File: src/rtl/core/avpl_pkg.sv
package avpl_pkg;

  localparam int LineBufferDef = 128;
  localparam logic [6:0] LimitReset = 7'd127;
  localparam logic [6:0] ConfMax = 7'd100;

  typedef enum logic [3:0] {
    KIND_TAG     = 4'd0,
    KIND_BAD_TAG = 4'd1,
    KIND_QR      = 4'd2,
    KIND_CLS     = 4'd3,
    KIND_BAD_CLS = 4'd4,
    KIND_ERR     = 4'd5,
    KIND_OK      = 4'd6,
    KIND_HB      = 4'd7,
    KIND_DOLLAR  = 4'd8,
    KIND_OTHER   = 4'd9
  } kind_t;

  typedef enum logic [1:0] {
    PH_START = 2'd0,
    PH_SIGN  = 2'd1,
    PH_DIGIT = 2'd2,
    PH_DONE  = 2'd3
  } phase_t;

  localparam logic [1:0] AddrLineLimit = 2'd0;

  typedef struct packed {
    logic        func;
    logic [7:0]  rx_byte;
    logic        byte_bad;
    logic [31:0] now_tick;
  } in_item_t;

  typedef struct packed {
    kind_t              kind;
    logic signed [15:0] tag_id;
    logic signed [15:0] center_x;
    logic signed [15:0] center_y;
    logic signed [15:0] tag_dist;
    logic signed [15:0] tag_angle;
    logic signed [15:0] tag_wid;
    logic signed [15:0] cls_id;
    logic [6:0]         confidence;
    logic               ai_ready;
    logic               fault_flag;
    logic [31:0]        line_tick;
  } out_item_t;

endpackage

File: src/rtl/core/avpl_line_core.sv
module avpl_line_core #(
  parameter int LINE_BUFFER = avpl_pkg::LineBufferDef
) (
  input  logic                clk,
  input  logic                rst_n,
  input  logic                go,
  input  avpl_pkg::in_item_t  item,
  input  logic [6:0]          line_limit,
  output logic                res_valid,
  output avpl_pkg::out_item_t res
);

  localparam logic [6:0] LimMax = 7'(LINE_BUFFER - 1);

  logic [6:0]  cc_r, cc_nxt;
  logic        ovl_r, ovl_nxt;
  logic [7:0]  pre_r [6];
  logic [7:0]  pre_nxt [6];
  logic [2:0]  fi_r, fi_nxt;
  avpl_pkg::phase_t ph_r, ph_nxt;
  logic        neg_r, neg_nxt;
  logic [31:0] acc_r, acc_nxt;
  logic [15:0] fld_r [6];
  logic [15:0] fld_nxt [6];
  logic        fail_r, fail_nxt;
  logic        rdy_r, rdy_nxt;
  logic        err_r, err_nxt;

  logic [7:0]  c;
  logic [3:0]  dval;
  logic        digit;
  logic [6:0]  lim;
  logic        tag5, cls5;
  logic [31:0] p4;
  logic [15:0] sv;
  logic [30:0] mag;
  logic [34:0] next_mag;
  logic [15:0] fld_st [6];
  logic [2:0]  fi_st;
  logic [2:0]  fi_e;
  logic [15:0] fld_e [6];
  logic        cut;
  logic        st;
  logic [2:0]  target;

  always_comb begin
    c     = item.rx_byte;
    digit = (c >= "0") && (c <= "9");
    dval  = 4'(c - "0");
    lim   = (line_limit > LimMax) ? LimMax : line_limit;
    tag5  = {pre_r[0], pre_r[1], pre_r[2], pre_r[3], pre_r[4]} == "$TAG,";
    cls5  = {pre_r[0], pre_r[1], pre_r[2], pre_r[3], pre_r[4]} == "$CLS,";
    p4    = {pre_r[0], pre_r[1], pre_r[2], pre_r[3]};
    target = cls5 ? 3'd2 : 3'd6;
    mag   = acc_r[30:0];
    next_mag = ({4'd0, mag} << 3) + ({4'd0, mag} << 1) + {31'd0, dval};

    // value a finished number stores, confidence clamped
    if (cls5 && fi_r == 3'd1) begin
      if (neg_r && (mag != '0 || acc_r[31])) sv = '0;
      else if (acc_r[31] || mag > 31'(avpl_pkg::ConfMax)) sv = 16'(avpl_pkg::ConfMax);
      else sv = mag[15:0];
    end else begin
      sv = neg_r ? (~mag[15:0] + 16'd1) : mag[15:0];
    end
    for (int i = 0; i < 6; i++) begin
      fld_st[i] = (fi_r == 3'(i)) ? sv : fld_r[i];
    end
    fi_st = fi_r + 3'd1;

    cut = 1'b0;
    for (int i = 0; i < 6; i++) begin
      if (3'(i) < cc_r[2:0] && pre_r[i] == 8'd0) cut = 1'b1;
    end

    cc_nxt = cc_r; ovl_nxt = ovl_r; fi_nxt = fi_r; ph_nxt = ph_r;
    neg_nxt = neg_r; acc_nxt = acc_r; fail_nxt = fail_r;
    rdy_nxt = rdy_r; err_nxt = err_r;
    for (int i = 0; i < 6; i++) begin
      pre_nxt[i] = pre_r[i];
      fld_nxt[i] = fld_r[i];
    end
    st = 1'b0;
    fi_e = fi_r;
    for (int i = 0; i < 6; i++) fld_e[i] = fld_r[i];
    res_valid = 1'b0;
    res = '0;
    res.kind = avpl_pkg::KIND_OTHER;

    if (go) begin
      if (item.func) begin
        rdy_nxt = 1'b0;
        err_nxt = 1'b0;
      end else if (item.byte_bad) begin
        ovl_nxt = ovl_r;
      end else if (c != 8'h0A && c != 8'h0D) begin
        if (ovl_r) begin
          ovl_nxt = 1'b1;
        end else if (cc_r >= lim) begin
          ovl_nxt = 1'b1;
        end else begin
          if (cc_r < 7'd6) pre_nxt[cc_r[2:0]] = cut ? 8'd0 : c;
          if (cc_r >= 7'd5 && (tag5 || cls5) && !fail_r && ph_r != avpl_pkg::PH_DONE) begin
            if (c == 8'd0) begin
              if (ph_r == avpl_pkg::PH_DIGIT) begin
                for (int i = 0; i < 6; i++) fld_nxt[i] = fld_st[i];
                fi_nxt = fi_st;
              end
              ph_nxt = avpl_pkg::PH_DONE;
            end else begin
              case (ph_r)
                avpl_pkg::PH_START: begin
                  if (c == " " || c == 8'h09 || c == 8'h0B || c == 8'h0C) begin
                    ph_nxt = ph_r;
                  end else if (c == "+" || c == "-") begin
                    neg_nxt = (c == "-");
                    acc_nxt = '0;
                    ph_nxt  = avpl_pkg::PH_SIGN;
                  end else if (digit) begin
                    neg_nxt = 1'b0;
                    acc_nxt = 32'(dval);
                    ph_nxt  = avpl_pkg::PH_DIGIT;
                  end else begin
                    fail_nxt = 1'b1;
                  end
                end
                avpl_pkg::PH_SIGN: begin
                  if (digit) begin
                    acc_nxt = 32'(dval);
                    ph_nxt  = avpl_pkg::PH_DIGIT;
                  end else begin
                    fail_nxt = 1'b1;
                  end
                end
                default: begin
                  if (digit) begin
                    acc_nxt = {acc_r[31] | (next_mag > 35'h7FFFFFFF), next_mag[30:0]};
                  end else begin
                    for (int i = 0; i < 6; i++) fld_nxt[i] = fld_st[i];
                    fi_nxt = fi_st;
                    if (fi_st >= target) ph_nxt = avpl_pkg::PH_DONE;
                    else if (c == ",") ph_nxt = avpl_pkg::PH_START;
                    else fail_nxt = 1'b1;
                  end
                end
              endcase
            end
          end
          cc_nxt = cc_r + 7'd1;
        end
      end else begin
        if (!ovl_r && cc_r != 7'd0) begin
          st = !fail_r && ph_r == avpl_pkg::PH_DIGIT;
          fi_e = st ? fi_st : fi_r;
          for (int i = 0; i < 6; i++) fld_e[i] = st ? fld_st[i] : fld_r[i];
          res_valid = 1'b1;
          if (p4 == "$TAG") begin
            if (!fail_r && pre_r[4] == "," && fi_e >= 3'd6) begin
              res.kind      = avpl_pkg::KIND_TAG;
              res.tag_id    = fld_e[0];
              res.center_x  = fld_e[1];
              res.center_y  = fld_e[2];
              res.tag_dist  = fld_e[3];
              res.tag_angle = fld_e[4];
              res.tag_wid   = fld_e[5];
            end else begin
              res.kind = avpl_pkg::KIND_BAD_TAG;
            end
          end else if (p4[31:8] == "$QR") begin
            res.kind = avpl_pkg::KIND_QR;
          end else if (p4 == "$CLS") begin
            if (!fail_r && pre_r[4] == "," && fi_e >= 3'd2) begin
              res.kind       = avpl_pkg::KIND_CLS;
              res.cls_id     = fld_e[0];
              res.confidence = fld_e[1][6:0];
            end else begin
              res.kind = avpl_pkg::KIND_BAD_CLS;
            end
          end else if (p4 == "$ERR") begin
            res.kind = avpl_pkg::KIND_ERR;
            rdy_nxt  = 1'b0;
            err_nxt  = 1'b1;
          end else if (p4[31:8] == "$OK") begin
            res.kind = avpl_pkg::KIND_OK;
            if ({pre_r[3], pre_r[4], pre_r[5]} == ",BO" && !err_r) rdy_nxt = 1'b1;
          end else if (p4[31:8] == "$HB") begin
            res.kind = avpl_pkg::KIND_HB;
          end else if (pre_r[0] == "$") begin
            res.kind = avpl_pkg::KIND_DOLLAR;
          end else begin
            res.kind = avpl_pkg::KIND_OTHER;
          end
          res.ai_ready   = rdy_nxt;
          res.fault_flag = err_nxt;
          res.line_tick  = item.now_tick;
        end
        // line done, start over
        cc_nxt = '0; ovl_nxt = 1'b0; fi_nxt = '0; ph_nxt = avpl_pkg::PH_START;
        neg_nxt = 1'b0; acc_nxt = '0; fail_nxt = 1'b0;
        for (int i = 0; i < 6; i++) begin
          pre_nxt[i] = '0;
          fld_nxt[i] = '0;
        end
      end
    end
  end

  always_ff @(posedge clk) begin
    if (!rst_n) begin
      cc_r <= '0; ovl_r <= 1'b0; fi_r <= '0; ph_r <= avpl_pkg::PH_START;
      neg_r <= 1'b0; acc_r <= '0; fail_r <= 1'b0; rdy_r <= 1'b0; err_r <= 1'b0;
      for (int i = 0; i < 6; i++) begin
        pre_r[i] <= '0;
        fld_r[i] <= '0;
      end
    end else begin
      cc_r <= cc_nxt; ovl_r <= ovl_nxt; fi_r <= fi_nxt; ph_r <= ph_nxt;
      neg_r <= neg_nxt; acc_r <= acc_nxt; fail_r <= fail_nxt;
      rdy_r <= rdy_nxt; err_r <= err_nxt;
      for (int i = 0; i < 6; i++) begin
        pre_r[i] <= pre_nxt[i];
        fld_r[i] <= fld_nxt[i];
      end
    end
  end

endmodule

File: src/rtl/core/ascii_vision_packet_line_parser.sv
// Line parser for an ASCII camera packet stream. One received byte per item; an item
// can be accepted every clock cycle unless the input is stalled. A completed line's
// result is registered: its terminating CR or LF is loaded into the input register,
// then the line-state update writes the result register, held back while a stalled
// result waits there. The input stalls only while a result waits, stalled, in the
// result register and the input register holds an item. Only lines that end give an
// item out; bytes, flagged bytes, clear requests and discarded lines give none.
// line_limit sits at byte address 0 of the APB port and must only be written
// while the parser is idle.
module ascii_vision_packet_line_parser #(
  parameter int LINE_BUFFER = avpl_pkg::LineBufferDef
) (
  input  logic                clk,
  input  logic                rst_n,
  input  logic                in_valid,
  output logic                in_stall,
  input  avpl_pkg::in_item_t  in_data,
  output logic                out_valid,
  input  logic                out_stall,
  output avpl_pkg::out_item_t out_data,
  input  logic                psel,
  input  logic                penable,
  input  logic                pwrite,
  input  logic [2:0]          paddr,
  input  logic [31:0]         pwdata,
  output logic [31:0]         prdata,
  output logic                pready
);

  logic                s1_valid_r;
  avpl_pkg::in_item_t  s1_item_r;
  logic                out_valid_r;
  avpl_pkg::out_item_t out_data_r;
  logic [6:0]          limit_r;
  logic                go;
  logic                res_valid;
  avpl_pkg::out_item_t res;

  assign go        = s1_valid_r && (!out_valid_r || !out_stall);
  assign in_stall  = s1_valid_r && !go;
  assign out_valid = out_valid_r;
  assign out_data  = out_data_r;
  assign pready    = 1'b1;
  assign prdata    = (paddr[2:1] == avpl_pkg::AddrLineLimit) ? {25'd0, limit_r} : 32'd0;

  avpl_line_core #(
    .LINE_BUFFER(LINE_BUFFER)
  ) u_core (
    .clk       (clk),
    .rst_n     (rst_n),
    .go        (go),
    .item      (s1_item_r),
    .line_limit(limit_r),
    .res_valid (res_valid),
    .res       (res)
  );

  always_ff @(posedge clk) begin
    if (!rst_n) begin
      s1_valid_r  <= 1'b0;
      out_valid_r <= 1'b0;
      limit_r     <= avpl_pkg::LimitReset;
    end else begin
      if (!in_stall) begin
        s1_valid_r <= in_valid;
      end
      if (go && res_valid) begin
        out_valid_r <= 1'b1;
      end else if (!out_stall) begin
        out_valid_r <= 1'b0;
      end
      if (psel && penable && pwrite && paddr[2:1] == avpl_pkg::AddrLineLimit) begin
        limit_r <= pwdata[6:0];
      end
    end
  end

  always_ff @(posedge clk) begin
    if (!in_stall) s1_item_r <= in_data;
    if (go && res_valid) out_data_r <= res;
  end

  a_stall_full: assert property (@(posedge clk) disable iff (!rst_n)
    in_stall |-> (s1_valid_r && out_valid_r && out_stall))
    else $error("input stalled without a blocked item");

  a_conf_range: assert property (@(posedge clk) disable iff (!rst_n)
    out_valid |-> (out_data.confidence <= avpl_pkg::ConfMax))
    else $error("confidence above clamp");

  a_tag_zero: assert property (@(posedge clk) disable iff (!rst_n)
    (out_valid && out_data.kind != avpl_pkg::KIND_TAG) |-> (out_data.tag_id == 16'sd0))
    else $error("tag field set on non-tag line");

endmodule
File: config.mk
export PLATFORM = sky130hd
export DESIGN_NAME = ascii_vision_packet_line_parser
export DESIGN_NICKNAME = d
export VERILOG_FILES = /design/src/rtl/core/avpl_pkg.sv /design/src/rtl/core/avpl_line_core.sv /design/src/rtl/core/ascii_vision_packet_line_parser.sv
export SDC_FILE = /design/constraint.sdc
export NUM_CORES = 1
export LEC_CHECK = 0
export BUFFER_PORTS_ARGS = -buffer_cell sky130_fd_sc_hd__buf_4
export CAP_MARGIN = 20
export CORE_ASPECT_RATIO = 0.7
export CORE_UTILIZATION = 60
export DETAILED_ROUTE_END_ITERATION = 10
export PLACE_DENSITY = 0.83
export SYNTH_ARGS = -nofsm -noshare
export SYNTH_HDL_FRONTEND = slang
export SYNTH_HIERARCHICAL = 1
export SYNTH_SLANG_ARGS = --single-unit
File: constraint.sdc
create_clock -name clk -period 14.7 [get_ports clk]
set_input_delay 0.735 -clock clk [delete_from_list [all_inputs] [get_ports clk]]
set_output_delay 0.735 -clock clk [all_outputs]
set_load 0.02 [all_outputs]
==> impl_metrics.sql <==
INSERT INTO impl_metrics (metric_group, metric, value, unit) VALUES
('status', 'outcome', 'finished clean', ''),
('timing', 'timing.final.crit_period', '5080', 'ps'),
('placement', 'placement.io_buffers', '223', ''),
('worst_hold_path', 'timing.hold.worst_path_depth', '1', ''),
('critical_path', 'rrSetupSlack', '9620', 'ps'),
('global_route', 'grt_first_pass_wirelength', '75.7', 'mm'),
('critical_path', 'r2r-start', 's1_item_r[35]$_DFFE_PN_', ''),
('die', 'fp.dieArea', '0.0324', 'sq mm'),
('die', 'row_count', '54', ''),
('critical_path', 'crit_cells', '7', ''),
('clock_network', 'cts_hold_repair.buffers', '0', ''),
('placement', 'dp.cells', '2456', ''),
('die', 'die_x', '215', 'um'),
('drt', 'drt-wirelength-per-cell', '19.2', 'um'),
('critical_path', 'critical_path_class', 'flop to flop', ''),
('final_layout', 'synthToLayoutAreaGrowth', '16.2', '%'),
('final_layout', 'sequential_cell_area', '0.0100', 'sq mm'),
('logic_synthesis', 'synth_sequential_area_ratio', '52.8', '%'),
('placement', 'dpl.hpwl', '31.9', 'mm'),
('logic_synthesis', 'asyncSetResetFlopFracSynth', '0', '%'),
('clock_network', 'cts_max_path_buffers', '3', ''),
('placement', 'place_congestion', '0.931', ''),
('pwr', 'cellPowerDensity', '101', 'mW/mm^2'),
('clock_network', 'cts.repair.resized', '0', ''),
('timing', 'max_freq', '0.197', 'GHz'),
('critical_path', 'element_type_at_the_critical_path_end', 'flop', ''),
('timing', 'worst-slew-pin-transition', '1150', 'ps'),
('logic_synthesis', 'post_synth_instance_area', '0.0190', 'sq mm'),
('drt', 'vias_per_cell', '6.11', ''),
('drt', 'route.vias.total', '15500', ''),
('final_layout', 'multiInputGateArea', '0.00821', 'sq mm'),
('critical_path', 'crit_path_max_incr_delay', '900', 'ps'),
('critical_path', 'startpoint', 's1_item_r[35]$_DFFE_PN_', ''),
('critical_path', 'critPathArrivalTime', '5240', 'ps'),
('final_layout', 'final_nets', '2244', ''),
('logic_synthesis', 'synth_largest_type_area_fraction', '31.5', '%'),
('clock_network', 'path_clk_slew', '60', 'ps'),
('critical_path', 'path_buf_inv', '1', ''),
('drt', 'total_drc_errors_in_the_routed_layout', '0', ''),
('pwr', 'clockPowerShare', '45.1', '%'),
('global_route', 'first_global_vias', '14400', ''),
('global_route', 'largest_net_degree_at_the_start_of_global_routing', '97', ''),
('final_layout', 'num-fill-cells', '2130', ''),
('timing', 'grt_setup_unrepaired', 'false', ''),
('pwr', 'worst_ir_drop_vdd', '92.6', 'uV'),
('logic_synthesis', 'synth_ff_type', 'sky130_fd_sc_hd__dfxtp_1', ''),
('pwr', 'p_sw_share', '20.9', '%'),
('clock_network', 'cts.htree.levels', '2', ''),
('timing', 'post-route-period-util', '34.6', '%'),
('clock_network', 'post_cts_setup_buffer_count', '0', ''),
('critical_path', 'rr_worst_depth', '7', ''),
('critical_path', 'crit_path_max_fanout', '82', ''),
('timing', 'final-hold-violation-count', '0', ''),
('final_layout', 'insertedDiodeCount', '0', ''),
('global_route', 'number_of_antenna_violations_at_the_first_check_in_global_routing', '0', ''),
('pwr', 'switching_power', '0.000467', 'W'),
('global_route', 'grt_overflow', '0', ''),
('critical_path', 'cp_top_family', 'simple AND/OR/NAND/NOR gates', ''),
('logic_synthesis', 'synth_top_cell_by_area', 'sky130_fd_sc_hd__edfxtp_1', ''),
('clock_network', 'tritoncts_clock_tree', 'built', ''),
('clock_network', 'clkLatencyLatePin', '560', 'ps'),
('critical_path', 'worstPathRequired', '14850', 'ps'),
('pwr', 'power.sequential.fraction', '52.9', '%'),
('worst_hold_path', 'hold_path.class', 'input pin to flop', ''),
('drt', 'totalWireLength', '48.6', 'mm'),
('clock_network', 'clk_root_buffer_cell', 'sky130_fd_sc_hd__clkbuf_16', ''),
('drt', 'first_pass_iters', '8', ''),
('pwr', 'cellInternalPower', '0.00176', 'W'),
('drt', 'antenna_left', '0', ''),
('die', 'start_util', '60.9', '%'),
('clock_network', 'cts_buffers', '38', '');
-- registers in the layout, summed over array words and instances, names as in the netlist --
signal and flops:
u_core/pre_r 48, u_core/rdy_r 1, out_data 157, limit_r 7, s1_item_r 42, u_core/acc_r 32, u_core/ovl_r 1, s1_valid_r 1
u_core/err_r 1, out_valid 1, u_core/neg_r 1, u_core/ph_r 2, u_core/fld_r 96, u_core/fi_r 3, u_core/cc_r 7, u_core/fail_r 1
-- cell usage after synthesis, types with 17 or more instances --
library cell / instances
sky130_fd_sc_hd__nor2_1: 280
sky130_fd_sc_hd__nand2_1: 240
sky130_fd_sc_hd__dfxtp_1: 202
sky130_fd_sc_hd__edfxtp_1: 199
sky130_fd_sc_hd__a22oi_1: 134
sky130_fd_sc_hd__a21oi_1: 126
sky130_fd_sc_hd__ha_1: 78
sky130_fd_sc_hd__clkbuf_1: 73
sky130_fd_sc_hd__o21ai_0: 67
sky130_fd_sc_hd__and2_1: 49
sky130_fd_sc_hd__inv_1: 34
sky130_fd_sc_hd__buf_4: 33
sky130_fd_sc_hd__buf_2: 26
sky130_fd_sc_hd__mux2i_1: 23
sky130_fd_sc_hd__nand3_1: 21
sky130_fd_sc_hd__nor3_1: 20
sky130_fd_sc_hd__xor2_1: 20
sky130_fd_sc_hd__xnor2_1: 17
-- how the worst max path moves through the flow --
| stage | endpoint | slack (ps) |
|---|---|---|
| finish | out_data[152]$_DFFE_PP_ | 9620 |
| global route | out_data[40]$_DFFE_PP_ | 9470 |
| CTS | out_data[150]$_DFFE_PP_ | 9760 |
| detailed placement | out_data[125]$_DFFE_PP_ | 9830 |
| global placement | out_data[125]$_DFFE_PP_ | 9860 |
| floorplan | out_data[0]$_DFFE_PP_ | 8050 |
-- final cells by class --
cell class,instances,area share [%]
multi-input combinational,1355,37.2
clock buffer,54,5.10
timing repair buffer,247,8.50
sequential,401,45.4
clock inverter,16,0.732
tap,420,2.38
inverter,37,0.641
-- per-layer routing --
layer	global-route usage, %	wire [um]
met4	9.54	1210
met1	40.2	20000
met5	0	0
met3	7.31	5280
met2	45.4	22100
-- stage by stage --
step	worst slack, ps	util, %	hold slack [ps]
after floorplan	8050	-	424
after global routing	9470	70.8	344
after global placement	9860	66.5	457
after detailed placement	9830	66.6	460
after CTS	9760	70.7	341
final	9620	70.8	355
-- kinds of logic (layout without fill, tap and decap cells) --
group                      count (synthesis)  count (layout)  synth area share (%)
and+or+nand+nor                          729             729                  18.0
DFF                                      401             401                  52.8
other                                      2              26                0.0396
adders and majority gates                 80              80                  5.35
muxes                                     23              23                  1.21
buffers and inverters                    178             354                  4.58
xor gates and xnor gates                  37              37                  1.71
AOI/OAI and AO/OA                        460             460                  16.3
-- power groups by stage --
| stage | Combinational (W) | Clock [W] | Sequential (W) |
|---|---|---|---|
| 6_report | 0.0000447 | 0.00101 | 0.00118 |
| 5_1_grt | 0.0000481 | 0.00106 | 0.00118 |
| 4_1_cts | 0.0000442 | 0.00102 | 0.00118 |
| 3_5_place_dp | 0.0000439 | 0 | 0.00120 |
| 3_3_place_gp | 0.0000429 | 0 | 0.00120 |
| 2_1_floorplan | 0.0000340 | 0 | 0.00120 |
-- cell usage in the layout, fill, tap and decap left out, drive strengths merged, types with 5 or more instances in the layout --
master  Yosys  routed
nor2      281     281
buf        68     247
nand2     240     240
dfxtp     202     202
edfxtp    199     199
a22oi     146     146
a21oi     127     127
ha         78      78
o21ai      77      77
clkbuf     73      54
and2       50      50
inv        36      37
nor3       30      30
conb        2      26
mux2i      23      23
nand3      21      21
xor2       20      20
xnor2      17      17
nor4       17      17
o211ai     15      15
nand4      14      14
nor2b      14      14
a21o       14      14
and3       14      14
a211oi     13      13
clkinv      1      11
o21a       10      10
nand2b     10      10
o31ai       9       9
or3         8       8
a31oi       8       8
nor4b       6       6
a211o       6       6
or4         6       6
or2         5       5
Note: power is estimated with default switching activity, not from simulation.
